**config.mk**
```make
export PLATFORM = sky130hd
export DESIGN_NAME = smtp_reply_code_checker_core
export DESIGN_NICKNAME = d
export VERILOG_FILES = /design/src/rtl/core/smtp_rcc_pkg.sv /design/src/rtl/core/smtp_rcc_digits.sv /design/src/rtl/core/smtp_rcc_line.sv /design/src/rtl/core/smtp_reply_code_checker_core.sv
export SDC_FILE = /design/constraint.sdc
export NUM_CORES = 1
export LEC_CHECK = 0
export BUFFER_PORTS_ARGS = -buffer_cell sky130_fd_sc_hd__buf_2
export CAP_MARGIN = 5
export CORE_UTILIZATION = 51
export DETAILED_ROUTE_END_ITERATION = 16
export PLACE_DENSITY_LB_ADDON = 0.05
export SETUP_SLACK_MARGIN = 0.05
export SYNTH_ARGS = -nofsm -noshare
export SYNTH_HDL_FRONTEND = slang
export SYNTH_SLANG_ARGS = --single-unit
```
**constraint.sdc**
```tcl
create_clock -name clk -period 2.5 [get_ports clk]
set_input_delay 0.125 -clock clk [delete_from_list [all_inputs] [get_ports clk]]
set_output_delay 0.125 -clock clk [all_outputs]
set_load 0.02 [all_outputs]
```
**src/rtl/core/smtp_rcc_pkg.sv**
```systemverilog
package smtp_rcc_pkg;

	// Verdict codes carried in the result transaction
	typedef enum logic [1:0] {
		VERDICT_OK        = 2'd0,
		VERDICT_MISMATCH  = 2'd1,
		VERDICT_TOO_LARGE = 2'd2,
		VERDICT_IO_ERROR  = 2'd3
	} verdict_t;

	// Configuration register indexes
	localparam logic [1:0] REG_EXPECTED_CODE  = 2'd0;
	localparam logic [1:0] REG_MAX_LINE_BYTES = 2'd1;

	// Register reset values
	localparam logic [9:0]  EXPECTED_CODE_RST  = 10'd250;
	localparam logic [11:0] MAX_LINE_BYTES_RST = 12'd1023;

	// Characters
	localparam logic [7:0] CHAR_0     = 8'h30;
	localparam logic [7:0] CHAR_SPACE = 8'h20;
	localparam logic [7:0] CHAR_DASH  = 8'h2d;
	localparam logic [7:0] CHAR_LF    = 8'h0a;

	// Length of the code plus separator
	localparam logic [11:0] PREFIX_LEN = 12'd4;

	// Input item: failure flag and received byte
	typedef struct packed {
		logic       kind;
		logic [7:0] byte_value;
	} item_t;

	// Expected code as three ASCII characters, hundreds first
	typedef struct packed {
		logic [7:0] hund;
		logic [7:0] tens;
		logic [7:0] ones;
	} code_chars_t;

	// Result of one step of the line checker
	typedef struct packed {
		logic     valid;
		verdict_t verdict;
	} line_res_t;

endpackage

```
**src/rtl/core/smtp_rcc_digits.sv**
```systemverilog
module smtp_rcc_digits (
	input  logic [9:0]                code,
	output smtp_rcc_pkg::code_chars_t chars
);
	import smtp_rcc_pkg::*;

	logic [3:0] hund;
	logic [6:0] rem_h;
	logic [3:0] tens;
	logic [3:0] ones;

	// Decimal split by threshold compares; hundreds digit may reach ten
	always_comb begin
		hund = '0;
		for (int k = 1; k <= 10; k++) begin
			if (code >= 10'(100 * k)) hund = 4'(k);
		end
		rem_h = 7'(code - 10'(hund) * 10'd100);
		tens = '0;
		for (int k = 1; k <= 9; k++) begin
			if (rem_h >= 7'(10 * k)) tens = 4'(k);
		end
		ones = 4'(rem_h - 7'(tens) * 7'd10);
	end

	assign chars.hund = CHAR_0 + 8'(hund);
	assign chars.tens = CHAR_0 + 8'(tens);
	assign chars.ones = CHAR_0 + 8'(ones);

endmodule

```
**src/rtl/core/smtp_rcc_line.sv**
```systemverilog
module smtp_rcc_line (
	input  logic                      clk,
	input  logic                      arst_n,
	input  logic                      step,
	input  smtp_rcc_pkg::item_t       item,
	input  smtp_rcc_pkg::code_chars_t code_chars,
	input  logic [11:0]               max_line_bytes,
	output smtp_rcc_pkg::line_res_t   res
);
	import smtp_rcc_pkg::*;

	logic [11:0] line_count_q, line_count_d;
	logic        prefix_good_q, prefix_good_d;
	logic        final_marker_q, final_marker_d;
	logic        overflowed_q, overflowed_d;
	logic [7:0]  exp_char;

	// Character expected at the current prefix position
	always_comb begin
		case (line_count_q[1:0])
			2'd0:    exp_char = code_chars.hund;
			2'd1:    exp_char = code_chars.tens;
			default: exp_char = code_chars.ones;
		endcase
	end

	// Per-byte line update and verdict
	always_comb begin
		line_count_d   = line_count_q;
		prefix_good_d  = prefix_good_q;
		final_marker_d = final_marker_q;
		overflowed_d   = overflowed_q;
		res.valid      = 1'b0;
		res.verdict    = VERDICT_OK;
		if (item.kind) begin
			// read failure ends the reply
			res.valid   = 1'b1;
			res.verdict = overflowed_q ? VERDICT_TOO_LARGE : VERDICT_IO_ERROR;
		end else if (item.byte_value == CHAR_LF) begin
			res.valid = 1'b1;
			if (overflowed_q) begin
				res.verdict = VERDICT_TOO_LARGE;
			end else if (!prefix_good_q || line_count_q < PREFIX_LEN) begin
				res.verdict = VERDICT_MISMATCH;
			end else if (final_marker_q) begin
				res.verdict = VERDICT_OK;
			end else begin
				// good continuation line
				res.valid = 1'b0;
			end
		end else if (!overflowed_q) begin
			if (line_count_q >= max_line_bytes) begin
				overflowed_d = 1'b1;
			end else begin
				if (line_count_q < 12'd3) begin
					if (item.byte_value != exp_char) prefix_good_d = 1'b0;
				end else if (line_count_q == 12'd3) begin
					if (item.byte_value == CHAR_SPACE) begin
						final_marker_d = 1'b1;
					end else if (item.byte_value != CHAR_DASH) begin
						prefix_good_d = 1'b0;
					end
				end
				line_count_d = line_count_q + 12'd1;
			end
		end
		// newline and failure both start a fresh line
		if (item.kind || item.byte_value == CHAR_LF) begin
			line_count_d   = '0;
			prefix_good_d  = 1'b1;
			final_marker_d = 1'b0;
			overflowed_d   = 1'b0;
		end
	end

	// Line state registers
	always_ff @(posedge clk or negedge arst_n) begin
		if (!arst_n) begin
			line_count_q   <= '0;
			prefix_good_q  <= 1'b1;
			final_marker_q <= 1'b0;
			overflowed_q   <= 1'b0;
		end else if (step) begin
			line_count_q   <= line_count_d;
			prefix_good_q  <= prefix_good_d;
			final_marker_q <= final_marker_d;
			overflowed_q   <= overflowed_d;
		end
	end

endmodule

```
**src/rtl/core/smtp_reply_code_checker_core.sv**
```systemverilog
// Channel   Dir  Signals                       Contents
// s_*       in   s_tvalid s_tready s_tdata s_tuser  received byte / read failure
// m_*       out  m_tvalid m_tready m_tdata     verdict
// cfg_*     in   cfg_wr_en cfg_index cfg_data  register writes, no read-back
//
// One input transaction per cycle sustained while the output is not stalled;
// a transaction is registered in the input register, checked against the line
// state and any verdict lands in the output register, which drives m_tvalid.
// Reset is asynchronous (arst_n low) and loads the code 250 and length 1023.
// A stall on m_tready holds the input register; s_tready drops only while
// both the input and output registers are full.
module smtp_reply_code_checker_core (
	input  logic        clk,
	input  logic        arst_n,
	input  logic        s_tvalid,
	output logic        s_tready,
	input  logic [7:0]  s_tdata,   // [7:0] byte_value
	input  logic        s_tuser,   // [0] kind
	output logic        m_tvalid,
	input  logic        m_tready,
	output logic [7:0]  m_tdata,   // [1:0] verdict, [7:2] zero
	input  logic        cfg_wr_en,
	input  logic [1:0]  cfg_index,
	input  logic [11:0] cfg_data
);
	import smtp_rcc_pkg::*;

	item_t       item_s1;
	logic        valid_s1;
	logic        advance;
	code_chars_t chars_q;
	code_chars_t chars_wr;
	code_chars_t chars_rst;
	logic [11:0] max_line_bytes_q;
	line_res_t   res;
	logic        res_valid_q;
	verdict_t    res_verdict_q;

	// Configuration: code is stored as its ASCII digits
	smtp_rcc_digits u_digits_wr (
		.code  (cfg_data[9:0]),
		.chars (chars_wr)
	);

	smtp_rcc_digits u_digits_rst (
		.code  (EXPECTED_CODE_RST),
		.chars (chars_rst)
	);

	always_ff @(posedge clk or negedge arst_n) begin
		if (!arst_n) begin
			chars_q          <= chars_rst;
			max_line_bytes_q <= MAX_LINE_BYTES_RST;
		end else if (cfg_wr_en) begin
			case (cfg_index)
				REG_EXPECTED_CODE:  chars_q <= chars_wr;
				REG_MAX_LINE_BYTES: max_line_bytes_q <= cfg_data;
				default: ;
			endcase
		end
	end

	// Input register
	assign advance  = valid_s1 && (!res_valid_q || m_tready);
	assign s_tready = !valid_s1 || advance;

	always_ff @(posedge clk or negedge arst_n) begin
		if (!arst_n) begin
			valid_s1 <= 1'b0;
		end else if (s_tready) begin
			valid_s1 <= s_tvalid;
		end
	end

	always_ff @(posedge clk) begin
		if (s_tready && s_tvalid) begin
			item_s1.kind       <= s_tuser;
			item_s1.byte_value <= s_tdata;
		end
	end

	// Line checker
	smtp_rcc_line u_line (
		.clk            (clk),
		.arst_n         (arst_n),
		.step           (advance),
		.item           (item_s1),
		.code_chars     (chars_q),
		.max_line_bytes (max_line_bytes_q),
		.res            (res)
	);

	// Output register
	always_ff @(posedge clk or negedge arst_n) begin
		if (!arst_n) begin
			res_valid_q <= 1'b0;
		end else if (advance) begin
			res_valid_q <= res.valid;
		end else if (m_tready) begin
			res_valid_q <= 1'b0;
		end
	end

	always_ff @(posedge clk) begin
		if (advance && res.valid) res_verdict_q <= res.verdict;
	end

	assign m_tvalid = res_valid_q;
	assign m_tdata  = {6'd0, res_verdict_q};

endmodule

```
==> run metrics <==
CTS max path bufs=2; clock sinks=52; CP Launch Type=input port; Crit Path Class=in2reg; Starting DRT DRC Count=90; Netlist cell types=60; NumNets Final=between 400 and 500; CP Capture Type=flip-flop; FFs w/ async S/R, synth=0.788; share of cells above drive strength 1=0.356; Syn Area/Cell=~9.6 µm²; die width=83.5 µm; setup_tns=-5.13 ns; Antenna Nets Post-Route=0; Residual DRC=0; Post-synth EDFFs=11; fin crit share=1.52; Cell Pwr Density=around 740 mW/mm²; TritonCTS Buffers=5; CP required=between 2 and 3 ns; Worst-path clk slew=about 0.090 ns; area delta synth->final=28.7%; die area=~0.007 mm²; Root Driver=clkbuf_8; all-layer global routing usage=0.222; global-route wire length before repair=between 10 and 15 mm; Worst VDD drop=~0.5 mV; Final Skew=0.00488 ns; final WL=between 7 and 8 mm; Fmax achieved=0.264 GHz; Wirelength per Cell=~14 µm; Finish-stage setup viols=7; grt total ovfl=0; Primary FF master, synth=dfrtp_1; initial antenna violation count=0; initial core utilization=0.531; Worst EP arrival=around 4 ns; Port Buffer Count=31; largest net degree at the start of global routing=42; cell count after synthesis=between 300 and 400; sequential cell area fraction in the yosys report=0.405; core area=between 0.006 and 0.007 mm²; synthesized area=about 0.0034 mm²; CTS tree=yes; first-pass detailed-route iteration total=4; worst-margin pin slew=0.925 ns; Die Y=approximately 84 µm; vias per inst=5.43; diodes inserted=0; total I/O pin count=38; via count=between 2000 and 3000; synthesized flop and latch total=between 50 and 60; final worst slack=-1.29 ns; Hold Path Class=in2reg; Post-Place Worst Slack=-1.64 ns; Max-Cap Viols=0; Leakage=2.02 nW; Slew HR=0.383; status=finished with violations; Tmin final=about 3.8 ns; Slew Limit Fails=0; final hold vios=0; CP Max Fanout=9; HPWL Detailed=5.41 mm; unrepaired setup endpoints after global routing=true; synth warn=0; Clock Latency Late Sink=around 0.3 ns; vias in the first global route=about 2800; H-tree levels=2; hold slack=approximately 0.031 ns; failing checks=setup timing; RePlAce Congestion=~0.92; # rows=29
[power by group]
part	switching [mW]	leakage [nW]	internal, mW
logic	0.755	1.37	0.822
registers	0.118	0.606	1.06
clock network	0.272	0.0388	0.195
[cells in the mapped netlist, drive strengths merged (2+ instances only)]
| master | instances | area [µm²] |
|---|---|---|
| xnor2 | 7 | 95.1 |
| mux2i | 3 | 30.0 |
| o31ai | 2 | 15.0 |
| nand3 | 12 | 65.1 |
| or4 | 3 | 22.5 |
| a211oi | 2 | 15.0 |
| edfxtp | 11 | 330 |
| clkbuf | 8 | 30.0 |
| nor4 | 3 | 18.8 |
| a21o | 6 | 45.0 |
| fa | 2 | 40.0 |
| and3 | 7 | 43.8 |
| buf | 11 | 77.6 |
| ha | 21 | 263 |
| o22ai | 2 | 12.5 |
| o21ai | 21 | 105 |
| and2 | 5 | 31.3 |
| nand3b | 2 | 15.0 |
| o21a | 2 | 15.0 |
| dfrtp | 27 | 676 |
| or3 | 3 | 23.8 |
| nor3b | 2 | 15.0 |
| o2111ai | 6 | 52.6 |
| nand2b | 5 | 31.3 |
| xor2 | 16 | 140 |
| o211ai | 3 | 22.5 |
| nand2 | 31 | 116 |
| or2 | 2 | 12.5 |
| inv | 22 | 82.6 |
| nor3 | 10 | 50.1 |
| a22o | 4 | 35.0 |
| a21oi | 14 | 70.1 |
| mux2 | 12 | 135 |
| a31oi | 2 | 12.5 |
| dfstp | 14 | 368 |
| nor2b | 3 | 18.8 |
| nor2 | 34 | 128 |
[critical path, cell delays in order]
cell	delay [ns]
clkbuf_4	0.16
or3_4	0.40
nor3_2	0.12
o21ai_1	0.08
nand3_2	0.09
nor2_2	0.04
ha_2	0.20
fa_2	0.43
nand2b_4	0.17
a21oi_4	0.13
xnor2_2	0.09
xnor2_2	0.27
xnor2_4	0.10
o32a_1	0.32
nand2_2	0.10
inv_2	0.05
ha_4	0.15
fa_2	0.35
a21o_1	0.18
and2_0	0.13
a221o_1	0.28
[state kept, by name, summed over array words and instances, names as in the netlist]
| register | flops |
|---|---|
| u_line.final_marker_q | 1 |
| u_line.prefix_good_q | 1 |
| max_line_bytes_q | 12 |
| u_line.line_count_q | 12 |
| m_tvalid | 1 |
| valid_s1 | 1 |
| item_s1 | 9 |
| u_line.overflowed_q | 1 |
| res_verdict_q | 2 |
| chars_q | 12 |
[stage by stage]
step	instances	cell area, µm²	power (mW)	util
3_5_place_dp	494	3950	2.53	0.619
5_1_grt	521	4360	3.44	0.683
2_1_floorplan	359	3470	2.07	-
4_1_cts	520	4260	3.14	0.666
6_report	521	4360	3.22	0.683
3_3_place_gp	494	3950	2.49	0.619
[routing by layer]
layer  wire length [µm]  GRT usage  part of all wire  vias up
met5                  0          0                 0        -
met1               3380      0.282              0.46     1333
met3                164     0.0237             0.022       15
met4                162     0.0878             0.022        0
met2               3710      0.388              0.50       54
li1                   -          -                 -     1429
[area by class of cell]
| class | instances | area, µm² |
|---|---|---|
| Tap cell | 77 | 96.3 |
| Fill cell | 509 | 2020 |
| Clock inverter | 2 | 11.3 |
| Sequential cell | 52 | 1370 |
| Clock buffer | 6 | 72.6 |
| Inverter | 22 | 82.6 |
| Timing Repair Buffer | 96 | 687 |
| Multi-Input combinational cell | 266 | 2040 |
[what timing repair did]
action,in CTS,in global routing
buffers inserted,8,1
pin swaps,16,19
cloned,0,0
hold buffers,10,0
gates resized for setup,11,18
setup endpoints to repair,15,19
hold endpoints to repair,36,0
[layout by cell type (no fill, tap or decap), drive strengths merged, types with 6 or more instances in the layout]
cell,synthesis,layout
buf,11,85
nor2,34,34
nand2,31,31
dfrtp,27,27
inv,22,22
ha,21,21
o21ai,21,21
xor2,16,16
dfstp,14,14
a21oi,14,14
mux2,12,12
nand3,12,12
edfxtp,11,11
dlygate4sd3,0,10
nor3,10,10
and3,7,7
clkbuf,8,7
xnor2,7,7
a21o,6,6
conb,1,6
o2111ai,6,6
[final timing paths]
path,start,slack [ns],end,cells past startpoint
worst max-delay path,cfg_data[5],-1.29,chars_q[3],21
worst min-delay path,s_tvalid,0.03,valid_s1,2
min in group asynchronous,arst_n,0.50,u_line.line_count_q[9],2
worst min register to register,u_line.prefix_good_q,0.48,u_line.prefix_good_q,2
max in group asynchronous,arst_n,1.44,chars_q[9],2
worst max register to register,max_line_bytes_q[9],0.07,u_line.line_count_q[8],12
[cell families after synthesis]
group | Yosys count | synth area share
AOI/OAI and AO/OA | 73 | 0.145
xor gates and xnor gates | 23 | 0.0694
adders and majority gates | 23 | 0.0893
buffers and inverters | 41 | 0.0561
DFF | 52 | 0.405
muxes | 15 | 0.0487
other | 1 | 0.00111
and+or+nand+nor | 126 | 0.185
Power figures use the tool's default switching activity.
